--- src/sv/ggeb_line_cell.sv ---
`default_nettype none
// ----------------------------------------------------------------------------
// ggeb_line_cell
// One column slot of the previous-row line. On every transfer the slot takes
// its right neighbour's entry, or the fresh entry when it is the tail slot.
// ----------------------------------------------------------------------------
module ggeb_line_cell #(
	parameter int WIDTH = 17
) (
	input  wire logic             clk,
	input  wire logic             shift,
	input  wire logic             tail,
	input  wire logic [WIDTH-1:0] next_entry,
	input  wire logic [WIDTH-1:0] new_entry,
	output logic      [WIDTH-1:0] entry
);

	logic [WIDTH-1:0] entry_q;

	// Payload only: a slot is never read before the row above has written it
	always_ff @(posedge clk) begin
		if (shift) begin
			entry_q <= tail ? new_entry : next_entry;
		end
	end

	assign entry = entry_q;

endmodule
`default_nettype wire

--- config.mk ---
export PLATFORM = sky130hd
export DESIGN_NAME = ggeb_line_cell
export DESIGN_NICKNAME = d
export VERILOG_FILES = /design/src/sv/ggeb_line_cell.sv
export SDC_FILE = /design/constraint.sdc
export NUM_CORES = 1
export LEC_CHECK = 0
export BUFFER_PORTS_ARGS = -buffer_cell sky130_fd_sc_hd__buf_2
export CORE_MARGIN = 5
export CORE_UTILIZATION = 42
export DETAILED_ROUTE_END_ITERATION = 6
export PLACE_DENSITY = 0.87
export SLEW_MARGIN = 0
export SYNTH_ARGS = -nofsm -noshare
export SYNTH_HDL_FRONTEND = slang
export SYNTH_SLANG_ARGS = --single-unit
--- constraint.sdc ---
create_clock -name clk -period 1.86 [get_ports clk]
set_input_delay 0.372 -clock clk [delete_from_list [all_inputs] [get_ports clk]]
set_output_delay 0.372 -clock clk [all_outputs]
set_load 0.05 [all_outputs]
==> results of run 1 <==
cell families (layout without fill, tap and decap cells):
family,count (synthesis),in the layout,synth area share [%]
flip-flops,17,17,66.2
buffers and inverters,2,57,4.06
multiplexers,17,17,29.7
power groups by stage:
stage	clock network (µW)	logic [µW]	registers, µW
4_1_cts	191	253	470
2_1_floorplan	0	54.1	605
6_report	184	250	469
3_3_place_gp	0	247	477
5_1_grt	220	262	472
3_5_place_dp	0	253	479
metal layers:
metal,up-vias,GRT usage (%),routed length (µm)
met5,-,0,0
met4,0,6.38,24
met3,2,3.42,205
met2,32,23.3,895
met1,232,10.4,453
li1,250,-,-
cells in the final DEF (no fill, tap or decap), drive strengths merged:
| master | n |
|---|---|
| clkbuf | 4 |
| buf | 53 |
| mux2 | 17 |
| edfxtp | 17 |
metrics by stage:
step	instance area, µm²	power (µW)
final	1060	903
after global routing	1060	954
after floorplan	771	659
after CTS	1060	914
after global placement	1040	724
after detailed placement	1040	732
cell type report:
class | count | area (µm²) | share of cell area (%)
Sequential cell | 17 | 510 | 48.1
Timing Repair Buffer | 53 | 265 | 25.0
Multi-Input combinational cell | 17 | 229 | 21.6
Tap cell | 25 | 31.3 | 2.94
Clock buffer | 4 | 26.3 | 2.47
worst min-delay path by stage:
stage,to,slack [ns],depth (start not counted)
after detailed placement,entry[13],0.68,2
after global placement,entry[7],0.67,2
final,entry[13],0.39,2
after floorplan,entry[0],0.48,0
after global routing,entry[13],0.37,2
after CTS,entry[12],0.39,2
==> summary.md, run 1 <==
| Metric | Value |
|---|---|
| Status | finished clean |
| Post-synthesis sequential area ratio | 66.2% |
| Mapped Cells | 36 |
| Rows | 15 |
| Yosys reg bits | 17 |
| Peak VDD IR | 398 µV |
| Syn Nets | 73 |
| CP Depth | 1 |
| Post-CTS setup buffer count | 0 |
| CP top delay family | flip-flops |
| Mapped Avg Cell Area | 21.4 µm² |
| Fill cell count | 149 |
| Worst-Margin Slew | 0.463 ns |
| Hold Buf Count CTS | 0 |
| Sum Neg Setup Slack | 0 ns |
| Finish-stage setup viols | 0 |
| DR pass1 iterations | 4 |
| I/O Pins | 54 |
| Fin crit period | 1.24 ns |
| Crit Path Max Fanout | 1 |
| P&R area growth vs syn | 37.8% |
| Final Hold Fails | 0 |
| Pre-CTS setup slack | 0.418 ns |
| Type of the tightest min-delay check | in -> reg |
| Largest net degree at the start of global routing | 18 |
| Final worst-path cycle share | 66.9% |
| Max-slew violations | 0 |
| Unrepaired setup endpoints after global routing | false |
| Worst setup path endpoint | entry[8] |
| Worst path required time | 1.49 ns |
| Slew margin rel. | 69.2% |
| Commonest cells post-synth | edfxtp_1 (17), mux2_4 (10), mux2_2 (7) |
| Global route overflow | 0 |
| CP Launch Point | entry[8] |
| DR vias | 516 |
| Nets | 129 |
| Async S/R FF share, synth | 0% |
| Cts repair resizes | 0 |
| Max FFs per register | 17 |
| CP bufs+invs | 1 |
| Chip width | 52.8 µm |
| Max-cap viol count | 0 |
| PwrDens | 850 nW/µm² |
| Drt drc | 0 |
| IO buf count | 53 |
| First-pass GRT wire length | 2.31 mm |
| Crit-path cells | buf_2 |
| Per-cell routed wire length | 13.6 µm |
| CP startpoint kind | flop |
| Remaining antenna violation count after routing | 0 |
| Sequential Power Share | 52.0% |
| Mapped Area | 771 µm² |
| Max stage delay on crit path | 0.34 ns |
| Top cells by area, synth | edfxtp_1 (66%), mux2_4 (19%), mux2_2 (10%) |
| CTS tree | yes |
| Most used DFF post-synth | edfxtp_1 |
| Switching Share | 30.3% |
| Clock sinks | 17 |
| ANT cells | 0 |
| Die area | 2790 µm² |
| Core ar. | 1730 µm² |
| Post-synth cell types | 5 |
| Top cell type's share of synthesized area | 66.2% |
| Htree depth | 1 |
| Cell total after placement | 112 |
| Lkg Pwr | 0.000499 µW |
| Worst EP arrival | 0.87 ns |
| Clock share of power | 20.4% |
| Die Span Y | 52.8 µm |
| Iteration-0 DRC Markers | 6 |
| DR vias/cell | 4.45 |
| CP Capture Type | output pin |
| Num CTS Buffers | 3 |
| Tot GR Track Use | 11.8% |
| Initial Utilization | 44.6% |
| Initial antenna violation count | 0 |
| Vias in the first global route | 535 |
| CTS clock-pin slew for the worst setup and hold paths | 0.09 ns |
| EDFF count, synth | 17 |
| WHS | 0.393 ns |
| Fmax | 0.803 GHz |
| Crit path kind | reg -> out |
| Layout cells sized above 1 | 80.2% |
| Synth warnings | 0 |
| Critical hold path startpoint | next_entry[13] |
| Cell accounting for the most synthesized area | edfxtp_1 |
| P_int | 630 µW |
| Comb power frac | 27.6% |
| Core Util, Final | 61.5% |
| Max stage delay cell, worst path | edfxtp_1 |
| GPL Wtd Cong | 0.582 |
| Root Driver | clkbuf_4 |
| DRT Wirelength | 1.58 mm |
| Most common cell in the netlist | edfxtp_1 |
| Clock Tree Buf Depth | 2 |
| NetSw | 273 µW |
| Final worst slack | 0.615 ns |
| Non-filler cells, final | 116 |
No activity file was read; power rests on OpenSTA's default activity.
==> run 2: changes to the inputs <==
--- a/config.mk
+++ b/config.mk
@@ -5,11 +5,12 @@
 export SDC_FILE = /design/constraint.sdc
 export NUM_CORES = 1
 export LEC_CHECK = 0
+export ABC_AREA = 1
 export BUFFER_PORTS_ARGS = -buffer_cell sky130_fd_sc_hd__buf_2
 export CORE_MARGIN = 5
-export CORE_UTILIZATION = 42
+export CORE_UTILIZATION = 39
 export DETAILED_ROUTE_END_ITERATION = 6
-export PLACE_DENSITY = 0.87
+export PLACE_DENSITY = 0.82
 export SLEW_MARGIN = 0
 export SYNTH_ARGS = -nofsm -noshare
 export SYNTH_HDL_FRONTEND = slang
==> constraint.sdc (replaced) <==
create_clock -name clk -period 1.28 [get_ports clk]
set_input_delay 0.256 -clock clk [delete_from_list [all_inputs] [get_ports clk]]
set_output_delay 0.256 -clock clk [all_outputs]
set_load 0.05 [all_outputs]
==> run 2 against run 1 <==
  * Hold slack worse by 0.16 ns
  * Sequential power up 45%
  * Setup slack worse by 0.48 ns
  * Critical path type unchanged
==> summary.md, run 2 <==
| Metric | Value |
|---|---|
| CP startpoint kind | flop |
| Initial antenna violation count | 0 (unchanged) |
| Fin crit period | 1.15 ns |
| Footprint of the multi-input gates | 204 µm² (-11%) |
| Post-CTS setup buffer count | 0 (unchanged) |
| WHS | 0.232 ns (-0.161 ns) |
| Cell accounting for the most synthesized area | edfxtp_1 |
| Max stage delay on crit path | 0.39 ns (+0.05 ns) |
| DR pass1 iterations | 4 (unchanged) |
| Crit Path Max Fanout | 1 (unchanged) |
| DRT Wirelength | 1.79 mm (+13%) |
| Num CTS Buffers | 3 (unchanged) |
| Mapped Cells | 72 (+100%) |
| Worst-Margin Slew | 0.363 ns (-0.0997 ns) |
| Sum Neg Setup Slack | 0 ns (unchanged) |
| ANT cells | 0 (unchanged) |
| Tot GR Track Use | 12.4% (+0.54 points) |
| Top cell type's share of synthesized area | 66.7% (+0.43 points) |
| CP top delay family | flip-flops |
| CP bufs+invs | 1 (unchanged) |
| Chip width | 54.3 µm (+2.8%) |
| Die Span Y | 54.3 µm (+2.8%) |
| PwrDens | 1250 nW/µm² (+47%) |
| Lkg Pwr | 0.000547 µW (+9.4%) |
| Crit path kind | reg -> out |
| Sequential Power Share | 51.9% (about the same) |
| Syn Nets | 109 (+49%) |
| P&R area growth vs syn | 37.3% |
| Critical hold path startpoint | next_entry[16] |
| Root Driver | clkbuf_4 |
| Remaining antenna violation count after routing | 0 (unchanged) |
| Switching Share | 32.7% (+2.4 points) |
| Most used DFF post-synth | edfxtp_1 |
| Worst path required time | 1.02 ns (-0.47 ns) |
| Post-synth cell types | 7 (+2) |
| Async S/R FF share, synth | 0% (unchanged) |
| I/O Pins | 54 (unchanged) |
| Slew margin rel. | 75.8% (+6.6 points) |
| Largest net degree at the start of global routing | 19 (+1) |
| Post-synthesis sequential area ratio | 66.7% (+0.43 points) |
| Initial Utilization | 39.8% (-4.8 points) |
| Type of the tightest min-delay check | in -> reg |
| Vias in the first global route | 645 (+21%) |
| CP Launch Point | entry[2] |
| Commonest non-fill, non-tap cells in the layout | buf_2 (53), nand2_1 (46), edfxtp_1 (17) |
| Core ar. | 1920 µm² (+11%) |
| Max-slew violations | 0 (unchanged) |
| Final worst-path cycle share | 89.7% |
| Total power | 1310 µW (+46%) |
| Hold Path End | entry[16] |
| Mapped Avg Cell Area | 10.6 µm² (-50%) |
| Post-DP HPWL | 1.42 mm |
| Most common cell after layout, fill and taps aside | buf_2 |
| Sequential Area | 510 µm² (unchanged) |
| EDFF count, synth | 17 (unchanged) |
| CTS clock-pin slew for the worst setup and hold paths | 0.09 ns (about the same) |
| Status | finished clean |
| Final Hold Fails | 0 (unchanged) |
| Per-cell routed wire length | 11.7 µm (-14%) |
| IO buf count | 53 (unchanged) |
| Crit-path cells | buf_2 |
| CTS tree | yes |
| Rows | 16 (+1) |
| DR vias/cell | 4.31 (-3.2%) |
| NetSw | 429 µW (+57%) |
| Max FFs per register | 17 (unchanged) |
| Mapped Area | 766 µm² (-0.65%) |
| Cts repair resizes | 0 (unchanged) |
| First-pass GRT wire length | 2.60 mm (+13%) |
| CP Capture Type | output pin |
| Finish-stage setup viols | 0 (unchanged) |
| Htree depth | 1 (unchanged) |
| Yosys reg bits | 17 (unchanged) |
| Fill cell count | 174 (+17%) |
| GPL Wtd Cong | 0.798 (+37%) |
| Unrepaired setup endpoints after global routing | false |
| Hold depth | 3 (+1) |
| Max stage delay cell, worst path | edfxtp_1 |
| CP Depth | 1 (unchanged) |
| Peak VDD IR | 488 µV (+23%) |
| DR vias | 659 (+28%) |
| Synth warnings | 0 (unchanged) |
| Nets | 164 (+27%) |
| Clock Tree Buf Depth | 2 (unchanged) |
| Iteration-0 DRC Markers | 14 (+8) |
| Most common cell in the netlist | nand2_1 |
| Max-cap viol count | 0 (unchanged) |
| Clock sinks | 17 (unchanged) |
| Drt drc | 0 (unchanged) |
| Hold Buf Count CTS | 0 (unchanged) |
| Global route overflow | 0 (unchanged) |
| Layout cells sized above 1 | 49.2% (-31 points) |
| Top cells by area, synth | edfxtp_1 (67%), nand2_1 (23%), nand2_2 (4.1%) |
| Fmax | 0.871 GHz |
| Worst EP arrival | 0.89 ns (+0.02 ns) |
| Clock share of power | 21.2% (+0.8 points) |
| Die area | 2950 µm² (+5.7%) |
| Commonest cells post-synth | nand2_1 (46), edfxtp_1 (17), nand2_2 (5) |
| Comb power frac | 27.0% (-0.6 points) |
| P_int | 885 µW (+41%) |
-- run 2: cell families (layout without fill, tap and decap cells) --
| family | after synthesis | count (layout) | share of synthesized area, % |
|---|---|---|---|
| simple gates | 51 | 51 | 26.6 |
| flops | 17 | 17 | 66.7 |
| buf+inv | 4 | 58 | 6.70 |
-- run 2: through the flow --
step | util, % | std cells | cell area (µm²) | setup slack, ns
after detailed placement | 53.3 | 149 | 1020 | 0.213
after global placement | 53.3 | 149 | 1020 | 0.238
final | 54.7 | 153 | 1050 | 0.131
after CTS | 54.7 | 153 | 1050 | 0.132
after floorplan | - | 72 | 766 | 0.400
after global routing | 54.7 | 153 | 1050 | 0.103
-- run 2: final cells by class --
cell class | instances | share of cell area, %
flip-flops and latches | 17 | 48.6
repair buffers | 53 | 25.2
multi-input cells | 51 | 19.4
well taps | 27 | 3.21
clock buffers | 4 | 2.50
inverters | 1 | 1.07
-- run 2: worst max-delay path by stage --
stage                endpoint  slack (ns)
floorplan           entry[10]        0.40
global placement    entry[14]        0.24
detailed placement  entry[15]        0.21
CTS                  entry[2]        0.13
global route        entry[12]        0.10
finish               entry[2]        0.13
-- run 2: per-layer routing --
layer,track usage [%],vias up,part of all wire (%)
met5,0,-,0
met4,9.54,0,5.0
met3,1.63,10,5.1
met2,22.9,28,55
met1,12.3,283,35
li1,-,338,-
-- run 2: power groups by stage --
| stage | Combinational, µW | Clock, µW | Sequential (µW) |
|---|---|---|---|
| finish | 354 | 278 | 682 |
| global route | 378 | 312 | 686 |
| CTS | 357 | 275 | 683 |
| detailed placement | 355 | 0 | 695 |
| global placement | 350 | 0 | 695 |
| floorplan | 65.0 | 0 | 879 |
==> run 3: changes to the inputs <==
--- a/config.mk
+++ b/config.mk
@@ -9,6 +9,7 @@
 export BUFFER_PORTS_ARGS = -buffer_cell sky130_fd_sc_hd__buf_2
 export CORE_MARGIN = 5
 export CORE_UTILIZATION = 39
+export CTS_BUF_LIST = sky130_fd_sc_hd__clkbuf_16
 export DETAILED_ROUTE_END_ITERATION = 6
 export PLACE_DENSITY = 0.82
 export SLEW_MARGIN = 0
==> run 3 against run 2 <==
  * Utilization grew 2.7 points
  * Non-clock buffer count did not move
  * Global-route usage rose by 0.75 points
  * Setup slack improved by 0.043 ns
  * Final area grew 5.0%
  * First-iteration DRC count grew 93%
  * Cell count stayed put
  * Die area unchanged
  * Count of clock-buffer cells in the layout fell by 1
  * Flip-flop and latch count unchanged
  * Maximum frequency up 3.9%
  * Largest cell class unchanged
==> summary.md, run 3 (synthesis gave the netlist of run 2 again) <==
| Metric | Value |
|---|---|
| CP bufs+invs | 1 (unchanged) |
| Worst EP arrival | 0.85 ns (-0.04 ns) |
| Hold depth | 3 (unchanged) |
| Status | finished clean |
| Chip width | 54.3 µm (unchanged) |
| Max-slew violations | 0 (unchanged) |
| Remaining antenna violation count after routing | 0 (unchanged) |
| DRT Wirelength | 1.87 mm (+4.5%) |
| Peak VDD IR | 662 µV (+36%) |
| Most common cell after layout, fill and taps aside | buf_2 |
| Unrepaired setup endpoints after global routing | false |
| Nets | 164 (unchanged) |
| CP Capture Type | output pin |
| Commonest non-fill, non-tap cells in the layout | buf_2 (53), nand2_1 (46), edfxtp_1 (17) |
| Max stage delay on crit path | 0.38 ns (about the same) |
| Hold Buf Count CTS | 0 (unchanged) |
| Hold Path End | entry[16] |
| Vias in the first global route | 645 (unchanged) |
| Final Hold Fails | 0 (unchanged) |
| Largest net degree at the start of global routing | 19 (unchanged) |
| Final worst slack | 0.175 ns (+0.0433 ns) |
| GPL Wtd Cong | 0.798 (unchanged) |
| Critical hold path startpoint | next_entry[16] |
| P&R area growth vs syn | 44.1% |
| Worst-Margin Slew | 0.366 ns (+0.00364 ns) |
| Design Area, Final | 1100 µm² (+5.0%) |
| Post-CTS setup buffer count | 0 (unchanged) |
| Htree depth | 1 (unchanged) |
| ANT cells | 0 (unchanged) |
| Worst path required time | 1.02 ns (about the same) |
| CTS tree | yes |
| Layout cells sized above 1 | 49.2% (unchanged) |
| I/O Pins | 54 (unchanged) |
| Initial Utilization | 39.8% (unchanged) |
| Finish-stage setup viols | 0 (unchanged) |
| Max FFs per register | 17 (unchanged) |
| Slew margin rel. | 75.6% (-0.24 points) |
| Lkg Pwr | 0.000574 µW (+5.0%) |
| CP startpoint kind | flop |
| Max-cap viol count | 0 (unchanged) |
| First-pass GRT wire length | 2.74 mm (+5.3%) |
| Iteration-0 DRC Markers | 27 (+13) |
| CP top delay family | flip-flops |
| DR vias/cell | 4.40 (+2.1%) |
| Crit Path Max Fanout | 1 (unchanged) |
| Final worst-path cycle share | 86.4% (-3.4 points) |
| Drt drc | 0 (unchanged) |
| Post-DP HPWL | 1.42 mm (unchanged) |
| Die Span Y | 54.3 µm (unchanged) |
| Initial antenna violation count | 0 (unchanged) |
| CTS clock-pin slew for the worst setup and hold paths | 0.05 ns (-0.04 ns) |
| Max stage delay cell, worst path | edfxtp_1 |
| Num CTS Buffers | 3 (unchanged) |
| Cts repair resizes | 0 (unchanged) |
| Die area | 2950 µm² (unchanged) |
| Core Util, Final | 57.4% (+2.7 points) |
| Per-cell routed wire length | 12.2 µm (+4.5%) |
| Root Driver | clkbuf_16 |
| Non-filler cells, final | 153 (unchanged) |
| Crit-path cells | buf_2 |
| Global route overflow | 0 (unchanged) |
| Crit path kind | reg -> out |
| Cell total after placement | 149 (unchanged) |
| DR vias | 673 (+2.1%) |
| IO buf count | 53 (unchanged) |
| DR pass1 iterations | 5 (+1) |
| Clock Tree Buf Depth | 2 (unchanged) |
| Core ar. | 1920 µm² (unchanged) |
| PwrDens | 1490 nW/µm² (+19%) |
| Fin crit period | 1.11 ns (-0.0433 ns) |
| Tot GR Track Use | 13.1% (+0.75 points) |
| Fmax | 0.905 GHz (+3.9%) |
| Clock sinks | 17 (unchanged) |
| Sum Neg Setup Slack | 0 ns (unchanged) |
| Post-placement cell area | 1020 µm² (unchanged) |
| Pre-CTS setup slack | 0.213 ns (unchanged) |
| Rows | 16 (unchanged) |
| Type of the tightest min-delay check | in -> reg |
-- run 3: cell count changes in the layout (fill, tap and decap cells not counted), sizes merged --
| cell | change |
|---|---|
| inv | +1 |
| clkbuf | -1 |
-- run 3: worst max-delay path by stage --
stage | to | cells after the start | startpoint | slack [ns]
floorplan | entry[10] | 5 | tail | 0.40
CTS | entry[2] | 1 | entry[2] | 0.17
finish | entry[2] | 1 | entry[2] | 0.17
global route | entry[2] | 1 | entry[2] | 0.16
global placement | entry[14] | 4 | tail | 0.24
detailed placement | entry[15] | 4 | tail | 0.21
-- run 3: per-layer routing --
| metal | routed length, µm | track usage [%] | part of all wire, % |
|---|---|---|---|
| met1 | 631 | 13.5 | 34 |
| met2 | 1080 | 24.7 | 58 |
| met3 | 118 | 1.63 | 6.3 |
| met4 | 37 | 8.30 | 2.0 |
| met5 | 0 | 0 | 0 |
-- run 3: cell type report --
cell class / count / area, µm²
clock buffers: 3 / 75.1
clock inverters: 1 / 3.75
fillers: 162 / 818
inverters: 1 / 11.3
multi-input cells: 51 / 204
flip-flops and latches: 17 / 510
well taps: 27 / 33.8
repair buffers: 53 / 265
-- run 3: where the power goes --
part	switching [µW]	total (µW)	internal, µW	leakage, µW
registers	10.6	685	675	0.000166
logic	263	355	92.2	0.000366
clock network	188	602	414	0.0000423
total	462	1640	1180	0.000574
-- run 3: through the flow --
step           hold slack [ns]  power [µW]
2_1_floorplan            0.368         944
3_3_place_gp             0.522        1040
3_5_place_dp             0.525        1050
4_1_cts                  0.274        1650
5_1_grt                  0.292        1700
6_report                 0.275        1640
